==> config.mk <==
export PLATFORM = sky130hd
export DESIGN_NAME = grm_ctrl
export DESIGN_NICKNAME = d
export VERILOG_FILES = /design/src/sv/grm_pkg.sv /design/src/sv/grm_ctrl.sv
export SDC_FILE = /design/constraint.sdc
export NUM_CORES = 1
export LEC_CHECK = 0
export BUFFER_PORTS_ARGS = -buffer_cell sky130_fd_sc_hd__buf_2
export CAP_MARGIN = 20
export CORE_AREA = 3 3 40 42
export DETAILED_ROUTE_END_ITERATION = 7
export DIE_AREA = 0 0 43 45
export SLEW_MARGIN = 20
export SYNTH_ARGS = -nofsm -noshare
export SYNTH_HDL_FRONTEND = slang
export SYNTH_SLANG_ARGS = --single-unit
==> constraint.sdc <==
create_clock -name clk -period 1.32 [get_ports clk]
set_input_delay 0.264 -clock clk [delete_from_list [all_inputs] [get_ports clk]]
set_output_delay 0.264 -clock clk [all_outputs]
set_load 0.01 [all_outputs]
==> src/sv/grm_pkg.sv <==
// Shared constants and controller/datapath handshake types for the rectangle merger.
package grm_pkg;

  localparam int GRM_PLANE_SIZE = 64;

  localparam logic GRM_REQ_LOAD    = 1'b0;
  localparam logic GRM_REQ_PROCESS = 1'b1;

  // controller -> datapath
  typedef struct packed {
    logic wr_load;      // write input row into store
    logic accept_proc;  // latch item, read row_index
    logic accept_empty; // latch item for an empty result
    logic start_scan;   // take read row into shift register
    logic scan_shift;   // step past a clear bit
    logic run_start;    // first bit of a run
    logic run_grow;     // further bit of a run
    logic ext_init;     // run closed, prepare downward extension
    logic ext_read;     // read row below
    logic ext_hit;      // row below covers the run: clear and step
    logic set_empty;    // row had no runs
    logic emit;         // load output register
  } grm_cmd_t;

  // datapath -> controller
  typedef struct packed {
    logic in_load;
    logic in_range;
    logic bit_set;
    logic x_end;
    logic ext_end;
    logic ext_match;
    logic last;
    logic out_free;
  } grm_sts_t;

endpackage

==> src/sv/grm_ctrl.sv <==
// Sequencer: input acceptance, scan, run extension and result hand-off.
module grm_ctrl import grm_pkg::*; (
  input  logic     clk,
  input  logic     rst_n,
  input  logic     in_valid,
  output logic     in_ready,
  input  grm_sts_t sts,
  output grm_cmd_t cmd
);

  localparam logic [2:0] S_IDLE    = 3'd0;
  localparam logic [2:0] S_RD_WAIT = 3'd1;
  localparam logic [2:0] S_SCAN    = 3'd2;
  localparam logic [2:0] S_RUN     = 3'd3;
  localparam logic [2:0] S_EXT_RD  = 3'd4;
  localparam logic [2:0] S_EXT_CHK = 3'd5;
  localparam logic [2:0] S_EMIT    = 3'd6;

  logic [2:0] state_r;
  logic [2:0] state_nxt;

  assign in_ready = (state_r == S_IDLE);

  always_comb begin
    cmd       = '0;
    state_nxt = state_r;
    case (state_r)
      S_IDLE: begin
        if (in_valid) begin
          if (sts.in_load) begin
            cmd.wr_load = sts.in_range;
          end else if (sts.in_range) begin
            cmd.accept_proc = 1'b1;
            state_nxt       = S_RD_WAIT;
          end else begin
            cmd.accept_empty = 1'b1;
            state_nxt        = S_EMIT;
          end
        end
      end
      S_RD_WAIT: begin
        cmd.start_scan = 1'b1;
        state_nxt      = S_SCAN;
      end
      S_SCAN: begin
        if (sts.x_end) begin
          cmd.set_empty = 1'b1;
          state_nxt     = S_EMIT;
        end else if (sts.bit_set) begin
          cmd.run_start = 1'b1;
          state_nxt     = S_RUN;
        end else begin
          cmd.scan_shift = 1'b1;
        end
      end
      S_RUN: begin
        if (sts.bit_set && !sts.x_end) begin
          cmd.run_grow = 1'b1;
        end else begin
          cmd.ext_init = 1'b1;
          state_nxt    = S_EXT_RD;
        end
      end
      S_EXT_RD: begin
        if (sts.ext_end) begin
          state_nxt = S_EMIT;
        end else begin
          cmd.ext_read = 1'b1;
          state_nxt    = S_EXT_CHK;
        end
      end
      S_EXT_CHK: begin
        if (sts.ext_match) begin
          cmd.ext_hit = 1'b1;
          state_nxt   = S_EXT_RD;
        end else begin
          state_nxt = S_EMIT;
        end
      end
      S_EMIT: begin
        if (sts.out_free) begin
          cmd.emit  = 1'b1;
          state_nxt = sts.last ? S_IDLE : S_SCAN;
        end
      end
      default: begin
        state_nxt = S_IDLE;
      end
    endcase
  end

  always_ff @(posedge clk) begin
    if (!rst_n) begin
      state_r <= S_IDLE;
    end else begin
      state_r <= state_nxt;
    end
  end

endmodule

==> results of run 1 <==
-- worst register-to-register path: cells and delay by family, from the launching register on --
kind / cells / cell delay, ns
AO/OA/AOI/OAI: 3 / 0.66
buffers and inverters: 2 / 0.24
flip-flops: 1 / 0.36
AND/OR/NAND/NOR: 1 / 0.13
-- cell families after synthesis --
logic type | share of synthesized area (%)
AO/OA/AOI/OAI | 29.2
flip-flops | 16.5
buffers and inverters | 8.93
AND/OR/NAND/NOR | 45.4
-- final cells by class --
class / count / area (um^2) / share of cell area, %
Multi-Input combinational cell: 46 / 352 / 42.9
Timing Repair Buffer: 43 / 333 / 40.6
Sequential cell: 3 / 71.3 / 8.70
Clock buffer: 4 / 26.3 / 3.21
Inverter: 5 / 18.8 / 2.29
Tap cell: 15 / 18.8 / 2.29
-- power by group through the flow --
stage               Combinational, mW  Clock, mW  Sequential, mW
finish                           1.15      0.167           0.229
detailed placement              0.615          0           0.184
floorplan                       0.400          0           0.174
global placement                0.612          0           0.181
CTS                             0.959      0.171           0.221
global route                     1.24      0.181           0.232
-- placed cells by master (no fill, tap or decap), types with 2 or more instances in the layout --
cell type  Yosys  final
nand2b_1       3      2
inv_1          5      5
buf_6          0      6
nor2_1         7      6
o31ai_1        2      2
nor3_2         1      2
o21ai_0        6      5
nand2_1        6      5
clkbuf_4       0      3
buf_2          2     20
buf_4          0     14
nor3_1         4      2
nor2b_4        0      3
dfxtp_4        0      3
-- how the worst max path moves through the flow --
stage	to	slack (ns)
after global routing	state_r[0]$_SDFFE_PN0P_	-0.29
after CTS	cmd[6]	-0.18
after global placement	cmd[5]	-0.02
final	cmd[4]	-0.18
after floorplan	cmd[9]	0.02
after detailed placement	cmd[5]	-0.04
-- routing by layer --
metal  global-route usage [%]  vias up
met5                        0        -
met4                     14.5        0
met3                     3.98        7
met2                     29.3       26
met1                     16.3      281
li1                         -      291
-- timing repair --
item / in CTS / in global routing
gates resized for setup: 23 / 10
setup buffers: 8 / 3
endpoints found under the setup margin: 13 / 16
gates cloned: 0 / 1
pin swaps: 5 / 5
-- metrics by stage --
| step | util [%] | setup TNS, ns | hold WS, ns | setup WS (ns) | cell area [um^2] |
|---|---|---|---|---|---|
| 2_1_floorplan | - | 0 | 0.372 | 0.0170 | 364 |
| 5_1_grt | 63.8 | -2.85 | 0.297 | -0.290 | 820 |
| 6_report | 63.8 | -1.78 | 0.294 | -0.184 | 820 |
| 3_3_place_gp | 42.4 | -0.0296 | 0.537 | -0.0193 | 544 |
| 3_5_place_dp | 42.4 | -0.0449 | 0.529 | -0.0449 | 544 |
| 4_1_cts | 56.8 | -1.39 | 0.283 | -0.175 | 729 |
==> flow_metrics.env, run 1 <==
export IMPL_synth_warnings=0
export IMPL_reg_top3="state_r (3)"
export IMPL_grt_max_degree=10
export IMPL_cp_slowest_stage_delay_ns=0.36
export IMPL_fin_crit_ns=1.50
export IMPL_vias=605
export IMPL_drtIter0Drc=13
export IMPL_reg2reg_slack_ns=-0.18
export IMPL_antenna_cells=0
export IMPL_violations="negative setup slack"
export IMPL_avgRoutedWirePerCell_um=13.4
export IMPL_cts_hold_buf=0
export IMPL_wl_met3_um=101
export IMPL_dp_hpwl_um=906
export IMPL_cts_buffers=3
export IMPL_hold_start="rst_n"
export IMPL_hold_violations=0
export IMPL_insertion_delay_ns=0.24
export IMPL_dominantRegCellSynth="dfxtp_1"
export IMPL_worstReg2RegEnd="state_r[0]$_SDFFE_PN0P_"
export IMPL_ir_worst_vdd_uv=1140
export IMPL_ios=24
export IMPL_dp_cells=100
export IMPL_wl_mm=1.55
export IMPL_crit_chain="buf_4 > buf_6 > a21oi_4 > nor2b_4 > buf_6"
export IMPL_cp_depth=5
export IMPL_grt_pass1_vias=547
export IMPL_via_per_inst=5.22
export IMPL_reg2reg_from="state_r[2]$_SDFFE_PN0P_"
export IMPL_cp_slowest_cell="dfxtp_4"
export IMPL_power_density_mw_per_mm2=1890
export IMPL_grt_overflow=0
export IMPL_fill_cells=112
export IMPL_synth_distinct_cells=23
export IMPL_top_register="state_r"
export IMPL_crit_family="flip-flops"
export IMPL_setup_violations=15
export IMPL_die_h_um=45
export IMPL_holdPathStages=3
export IMPL_ant_nets=0
export IMPL_combPwrFrac_pct=74.4
export IMPL_synth_top_cell_area_share_pct=16.5
export IMPL_numPortBuffers=23
export IMPL_antenna_found_initial=0
export IMPL_htreeDepth=1
export IMPL_min_to="state_r[0]$_SDFFE_PN0P_"
export IMPL_start_util_pct=28.3
export IMPL_syn_inst=57
export IMPL_clk_path_buf_depth=2
export IMPL_crit_type="reg2out"
export IMPL_yosysTopAreaCell="dfxtp_1"
export IMPL_rsz0062_at_grt="yes"
export IMPL_crit_top_cell="buf_6"
export IMPL_crit_arrival_ns=1.24
export IMPL_fmax_ghz=0.665
export IMPL_endpoint_kind="output port"
export IMPL_ys_ff_latch=3
export IMPL_async_flop_share_pct=0
export IMPL_place_gp_congestion=0.763
export IMPL_largest_register_ff_count=3
export IMPL_syn_area_um2=364
export IMPL_switching_share_pct=40.0
export IMPL_path_buf_inv=3
export IMPL_fin_nets=113
export IMPL_drt_pre_antenna_iters=4
export IMPL_min_path_type="in2reg"
export IMPL_fin_crit_sh_pct=114
export IMPL_cts_root_buf="clkbuf_4"
export IMPL_reg2reg_depth=6
export IMPL_row_count=13
export IMPL_yosysSeqAreaShare_pct=16.5
export IMPL_finalClockSkew_ns=0.00256
export IMPL_cts_sinks=3
export IMPL_drv_cap=0
export IMPL_worstPathMaxFanout=6
export IMPL_required_ns=1.06
export IMPL_synthTopCellsByCount="7 x nor2_1, 6 x nand2_1, 6 x o21ai_0, 5 x inv_1"
export IMPL_cts_tree="yes"
export IMPL_stdcell_count=116
export IMPL_grt_first_pass_wirelength_mm=2.31
export IMPL_synth_edff_count=0
export IMPL_pwr_share_clk_pct=10.8
export IMPL_p_switching_mw=0.619
export IMPL_synthTopCellsByArea="dfxtp_1 16%, o21ai_0 8.2%, nor2_1 7.2%, nor2b_1 6.9%, nand2_1 6.2%"
export IMPL_die_x_um=43
export IMPL_avgSynthCellArea_um2=6.39
export IMPL_drive_gt1_share_pct=62.4
export IMPL_status="complete, but fails checks"
export IMPL_yosysMostFrequentCell="nor2_1"
export IMPL_cellLeakagePower_nw=0.411
export IMPL_drc=0
export IMPL_slew_headroom_pct=79.4
export IMPL_route_met2_wl_um=815
export IMPL_grtUsageTotal_pct=16.6
export IMPL_syn_nets=68
export IMPL_power_frac_seq_pct=14.8
export IMPL_wl_met1_um=575
export IMPL_fp_coreArea_mm2=0.00128
export IMPL_startpoint="state_r[2]$_SDFFE_PN0P_"
export IMPL_critPathLaunchType="flop"
export IMPL_layout_setup_ws_ns=-0.184
export IMPL_tightestPinTransition_ns=0.307
export IMPL_maxSlewViolCount=0
export IMPL_dieArea_mm2=0.00194
export IMPL_power_internal_mw=0.928
export IMPL_path_clk_slew_ns=0.04
export IMPL_top_layer="met4"
export IMPL_p_total_mw=1.55
export IMPL_area_growth_pct=125
Note: power is estimated with default switching activity, not from simulation.
==> run 2, diff against run 1 <==
SETUP_SLACK_MARGIN = 0.2   (was default)
==> flow_metrics.env, run 2 (synthesis gave the netlist of run 1 again) <==
export IMPL_status="complete, but fails checks"
export IMPL_violations="negative setup slack"
export IMPL_fp_coreArea_mm2=0.00128
export IMPL_reg_top3="state_r (3)"
export IMPL_crit_arrival_ns=1.22
export IMPL_fin_crit_sh_pct=113
export IMPL_fmax_ghz=0.672
export IMPL_crit_type="reg2out"
export IMPL_grt_max_degree=9
export IMPL_dp_hpwl_um=834
export IMPL_hold_violations=0
export IMPL_clk_path_buf_depth=2
export IMPL_rsz0062_at_grt="yes"
export IMPL_cts_tree="yes"
export IMPL_power_density_mw_per_mm2=1830
export IMPL_cellLeakagePower_nw=0.384
export IMPL_vias=559
export IMPL_utilization_pct=59.7
export IMPL_fin_area_um2=767
export IMPL_min_path_type="in2reg"
export IMPL_cts_sinks=3
export IMPL_ios=24
export IMPL_ant_nets=0
export IMPL_tightestPinTransition_ns=0.276
export IMPL_drc=0
export IMPL_slew_headroom_pct=81.5
export IMPL_drt_pre_antenna_iters=5
export IMPL_worstPathMaxFanout=7
export IMPL_die_x_um=43
export IMPL_wl_mm=1.39
export IMPL_start_util_pct=28.3
export IMPL_ir_worst_vdd_uv=1020
export IMPL_seq_area_um2=71.3
export IMPL_endpoint_kind="output port"
export IMPL_fill_cells=130
export IMPL_place_area_um2=587
export IMPL_grtUsageTotal_pct=14.6
export IMPL_largest_register_ff_count=3
export IMPL_cts_buffers=3
export IMPL_finalClockSkew_ns=0.00433
export IMPL_top_register="state_r"
export IMPL_htreeDepth=1
export IMPL_place_gp_congestion=0.734
export IMPL_cts_root_buf="clkbuf_4"
export IMPL_fin_crit_ns=1.49
export IMPL_layout_setup_ws_ns=-0.167
export IMPL_setup_violations=14
export IMPL_grt_overflow=0
export IMPL_final_cell_mix="21 x buf_2, 12 x buf_4, 5 x inv_1, 5 x nor2_1, 5 x nand2_1"
export IMPL_die_h_um=45
export IMPL_fin_nets=108
export IMPL_dieArea_mm2=0.00194
export IMPL_critPathLaunchType="flop"
export IMPL_multi_input_area_um2=372
export IMPL_layout_commonest_cell="buf_2"
export IMPL_dp_slack_ns=0.0190
export IMPL_drive_gt1_share_pct=64.6
export IMPL_dp_cells=97
export IMPL_area_growth_pct=111
export IMPL_grt_pass1_vias=507
export IMPL_required_ns=1.06
export IMPL_insertion_delay_ns=0.24
export IMPL_avgRoutedWirePerCell_um=12.5
export IMPL_maxSlewViolCount=0
export IMPL_via_per_inst=5.04
export IMPL_stdcell_count=111
export IMPL_numPortBuffers=23
export IMPL_drtIter0Drc=4
export IMPL_antenna_cells=0
export IMPL_grt_first_pass_wirelength_mm=2.10
export IMPL_antenna_found_initial=0
export IMPL_row_count=13
export IMPL_drv_cap=0
export IMPL_path_clk_slew_ns=0.04
==> run 2: worst paths after layout <==
kind / slack (ns) / end / start / depth (start not counted)
setup / recovery: -0.17 / cmd[6] / state_r[2]$_SDFFE_PN0P_ / 3
hold reg to reg: 0.68 / state_r[1]$_SDFFE_PN0P_ / state_r[1]$_SDFFE_PN0P_ / 3
setup reg to reg: -0.02 / state_r[1]$_SDFFE_PN0P_ / state_r[2]$_SDFFE_PN0P_ / 6
hold / removal: 0.31 / state_r[0]$_SDFFE_PN0P_ / rst_n / 3
==> run 2: cell type report <==
cell class / count / share of cell area [%]
clock buffers: 4 / 3.43
inverters: 5 / 2.45
multi-input cells: 46 / 48.5
flip-flops and latches: 3 / 9.30
well taps: 15 / 2.45
repair buffers: 38 / 33.9
==> run 2: timing repair <==
item,4_1_cts,5_1_grt
endpoints found under the hold margin,0,0
gates resized for setup,11,8
setup endpoints to repair,16,16
setup buffers,9,1
pin swaps,6,4
hold buffers,0,0
==> run 2: per-stage QoR <==
step | hold WS (ns) | TNS [ns] | power [mW]
3_5_place_dp | 0.530 | 0 | 0.912
6_report | 0.306 | -1.28 | 1.40
4_1_cts | 0.300 | -1.33 | 1.33
5_1_grt | 0.332 | -2.24 | 1.52
3_3_place_gp | 0.529 | 0 | 0.913
2_1_floorplan | 0.372 | 0 | 0.683
==> run 2: worst max-delay path, stage by stage (launching register included) <==
cell and delay [ns]:
dfxtp_4 0.36, or3b_4 0.41, nor2_2 0.09, buf_2 0.13
==> run 2: power breakdown <==
group / internal [mW] / switching, mW
registers: 0.150 / 0.0768
logic: 0.554 / 0.454
clock network: 0.114 / 0.0557
total: 0.818 / 0.587
==> run 2: metal layers <==
| metal | vias to the layer above | wire (um) | global-route usage (%) |
|---|---|---|---|
| li1 | 282 | - | - |
| met1 | 247 | 521 | 16.1 |
| met2 | 24 | 708 | 26.3 |
| met5 | - | 0 | 0 |
| met3 | 6 | 97 | 3.98 |
| met4 | 0 | 59 | 6.63 |
==> run 3, diff against run 2 <==
ABC_AREA = 1   (was default)
CTS_BUF_LIST = sky130_fd_sc_hd__clkbuf_16   (was default)
HOLD_SLACK_MARGIN = 0.12   (was default)
==> flow_metrics.env, run 3 <==
export IMPL_status="complete, but fails checks"
export IMPL_violations="negative setup slack"
export IMPL_via_per_inst=4.84
export IMPL_layout_setup_ws_ns=-0.157
export IMPL_synthTopCellsByArea="dfxtp_1 13%, inv_1 11%, nand2_1 9.7%, nand3_1 8.6%, nor2_1 8.1%"
export IMPL_htreeDepth=1
export IMPL_ios=24
export IMPL_place_area_um2=611
export IMPL_fmax_ghz=0.677
export IMPL_reg2reg_from="state_r[1]$_SDFFE_PN0P_"
export IMPL_synth_top_cell_area_share_pct=13.0
export IMPL_fin_nets=133
export IMPL_synth_edff_count=0
export IMPL_cts_tree="yes"
export IMPL_hold_violations=0
export IMPL_tightestPinTransition_ns=0.188
export IMPL_maxSlewViolCount=0
export IMPL_wl_met1_um=764
export IMPL_layout_commonest_cell="buf_4"
export IMPL_required_ns=1.06
export IMPL_grtUsageTotal_pct=18.5
export IMPL_area_growth_pct=106
export IMPL_die_x_um=43
export IMPL_dominantRegCellSynth="dfxtp_1"
export IMPL_path_clk_slew_ns=0.03
export IMPL_clk_path_buf_depth=2
export IMPL_critPathLaunchType="flop"
export IMPL_synth_distinct_cells=18
export IMPL_fin_area_um2=953
export IMPL_fin_crit_sh_pct=112
export IMPL_rsz0062_at_grt="yes"
export IMPL_yosysMostFrequentCell="inv_1"
export IMPL_route_met2_wl_um=963
export IMPL_drtIter0Drc=14
export IMPL_finalClockSkew_ns=0.00110
export IMPL_ir_worst_vdd_uv=1100
export IMPL_fin_crit_ns=1.48
export IMPL_drv_cap=0
export IMPL_hold_ws_ns=0.320
export IMPL_crit_type="reg2out"
export IMPL_wl_mm=1.85
export IMPL_p_total_mw=1.98
export IMPL_fp_coreArea_mm2=0.00128
export IMPL_cts_root_buf="clkbuf_16"
export IMPL_setup_violations=15
export IMPL_grt_overflow=0
export IMPL_avgRoutedWirePerCell_um=13.6
export IMPL_ant_nets=0
export IMPL_synth_warnings=0
export IMPL_drive_gt1_share_pct=71.1
export IMPL_syn_inst=74
export IMPL_cts_buffers=3
export IMPL_wl_met3_um=99
export IMPL_grt_max_degree=11
export IMPL_dieArea_mm2=0.00194
export IMPL_syn_area_um2=463
export IMPL_largest_register_ff_count=3
export IMPL_syn_nets=85
export IMPL_min_path_type="in2reg"
export IMPL_power_density_mw_per_mm2=2080
export IMPL_cts_sinks=3
export IMPL_die_h_um=45
export IMPL_grt_pass1_vias=596
export IMPL_cts_hold_buf=0
export IMPL_drt_pre_antenna_iters=4
export IMPL_async_flop_share_pct=0
export IMPL_yosysTopAreaCell="dfxtp_1"
export IMPL_slew_headroom_pct=87.5
export IMPL_ys_ff_latch=3
export IMPL_insertion_delay_ns=0.22
export IMPL_row_count=13
export IMPL_start_util_pct=36.0
export IMPL_antenna_cells=0
export IMPL_final_cell_mix="19 x buf_4, 18 x buf_2, 12 x inv_1, 12 x nand2_1, 8 x buf_6"
export IMPL_worstPathMaxFanout=4
export IMPL_drc=0
export IMPL_synthTopCellsByCount="13 x inv_1, 12 x nand2_1, 10 x nor2_1, 8 x nand3_1, 4 x nand2_2"
export IMPL_hold_start="rst_n"
export IMPL_grt_first_pass_wirelength_mm=2.73
export IMPL_vias=658
export IMPL_crit_arrival_ns=1.21
export IMPL_place_gp_congestion=0.788
export IMPL_endpoint_kind="output port"
export IMPL_reg_top3="state_r (3)"
export IMPL_numPortBuffers=23
export IMPL_avgSynthCellArea_um2=6.26
export IMPL_antenna_found_initial=0
export IMPL_dp_hpwl_mm=1.03
export IMPL_yosysSeqAreaShare_pct=13.0
export IMPL_startpoint="state_r[1]$_SDFFE_PN0P_"
export IMPL_top_register="state_r"
export IMPL_cellLeakagePower_nw=0.536
export IMPL_top_layer="met4"
[run 3: kinds of logic after synthesis]
group | share of synthesized area, %
compound gates | 8.65
simple gates | 56.2
flops | 13.0
buf+inv | 22.2
[run 3: routing by layer]
metal  vias to the layer above  global-route usage (%)
li1                        325                       -
met3                         4                    2.39
met5                         -                       0
met4                         0                    8.43
met1                       299                    23.5
met2                        30                    31.4
[run 3: area by class of cell]
type,count,area (um^2)
clock inverters,1,3.75
fillers,89,332
well taps,15,18.8
inverters,17,78.8
clock buffers,3,75.1
repair buffers,46,343
multi-input cells,51,365
flip-flops and latches,3,68.8
[run 3: where the power goes]
| part | switching [mW] | internal (mW) |
|---|---|---|
| Clock | 0.0844 | 0.391 |
| Sequential | 0.0882 | 0.141 |
| Combinational | 0.624 | 0.654 |
[run 3: through the flow]
stage	cells	utilization, %	setup slack (ns)	TNS (ns)
after floorplan	74	-	0.126	0
after global placement	113	47.5	0.00639	0
after detailed placement	113	47.5	0.00367	0
after CTS	130	66.0	-0.159	-1.18
after global routing	136	74.2	-0.258	-2.49
final	136	74.2	-0.157	-1.67
[run 3: path summary, 6_finish.rpt]
path | slack, ns | to | cells after the start
hold / removal | 0.32 | state_r[0]$_SDFFE_PN0P_ | 3
setup / recovery | -0.16 | cmd[10] | 5
setup reg to reg | -0.13 | state_r[2]$_SDFFE_PN0P_ | 10
hold reg to reg | 0.54 | state_r[1]$_SDFFE_PN0P_ | 2
[run 3: timing repair]
action / CTS / global route
buffers inserted: 13 / 6
endpoints found under the setup margin: 16 / 16
endpoints found under the hold margin: 0 / 0
resized for setup: 17 / 15
pin swaps: 10 / 10
[run 3: worst max-delay path, stage by stage, from the launching register on]
cell     delay, ns
dfxtp_4       0.35
buf_6         0.13
nor3_4        0.21
nand2_2       0.10
nor2_2        0.08
buf_2         0.12
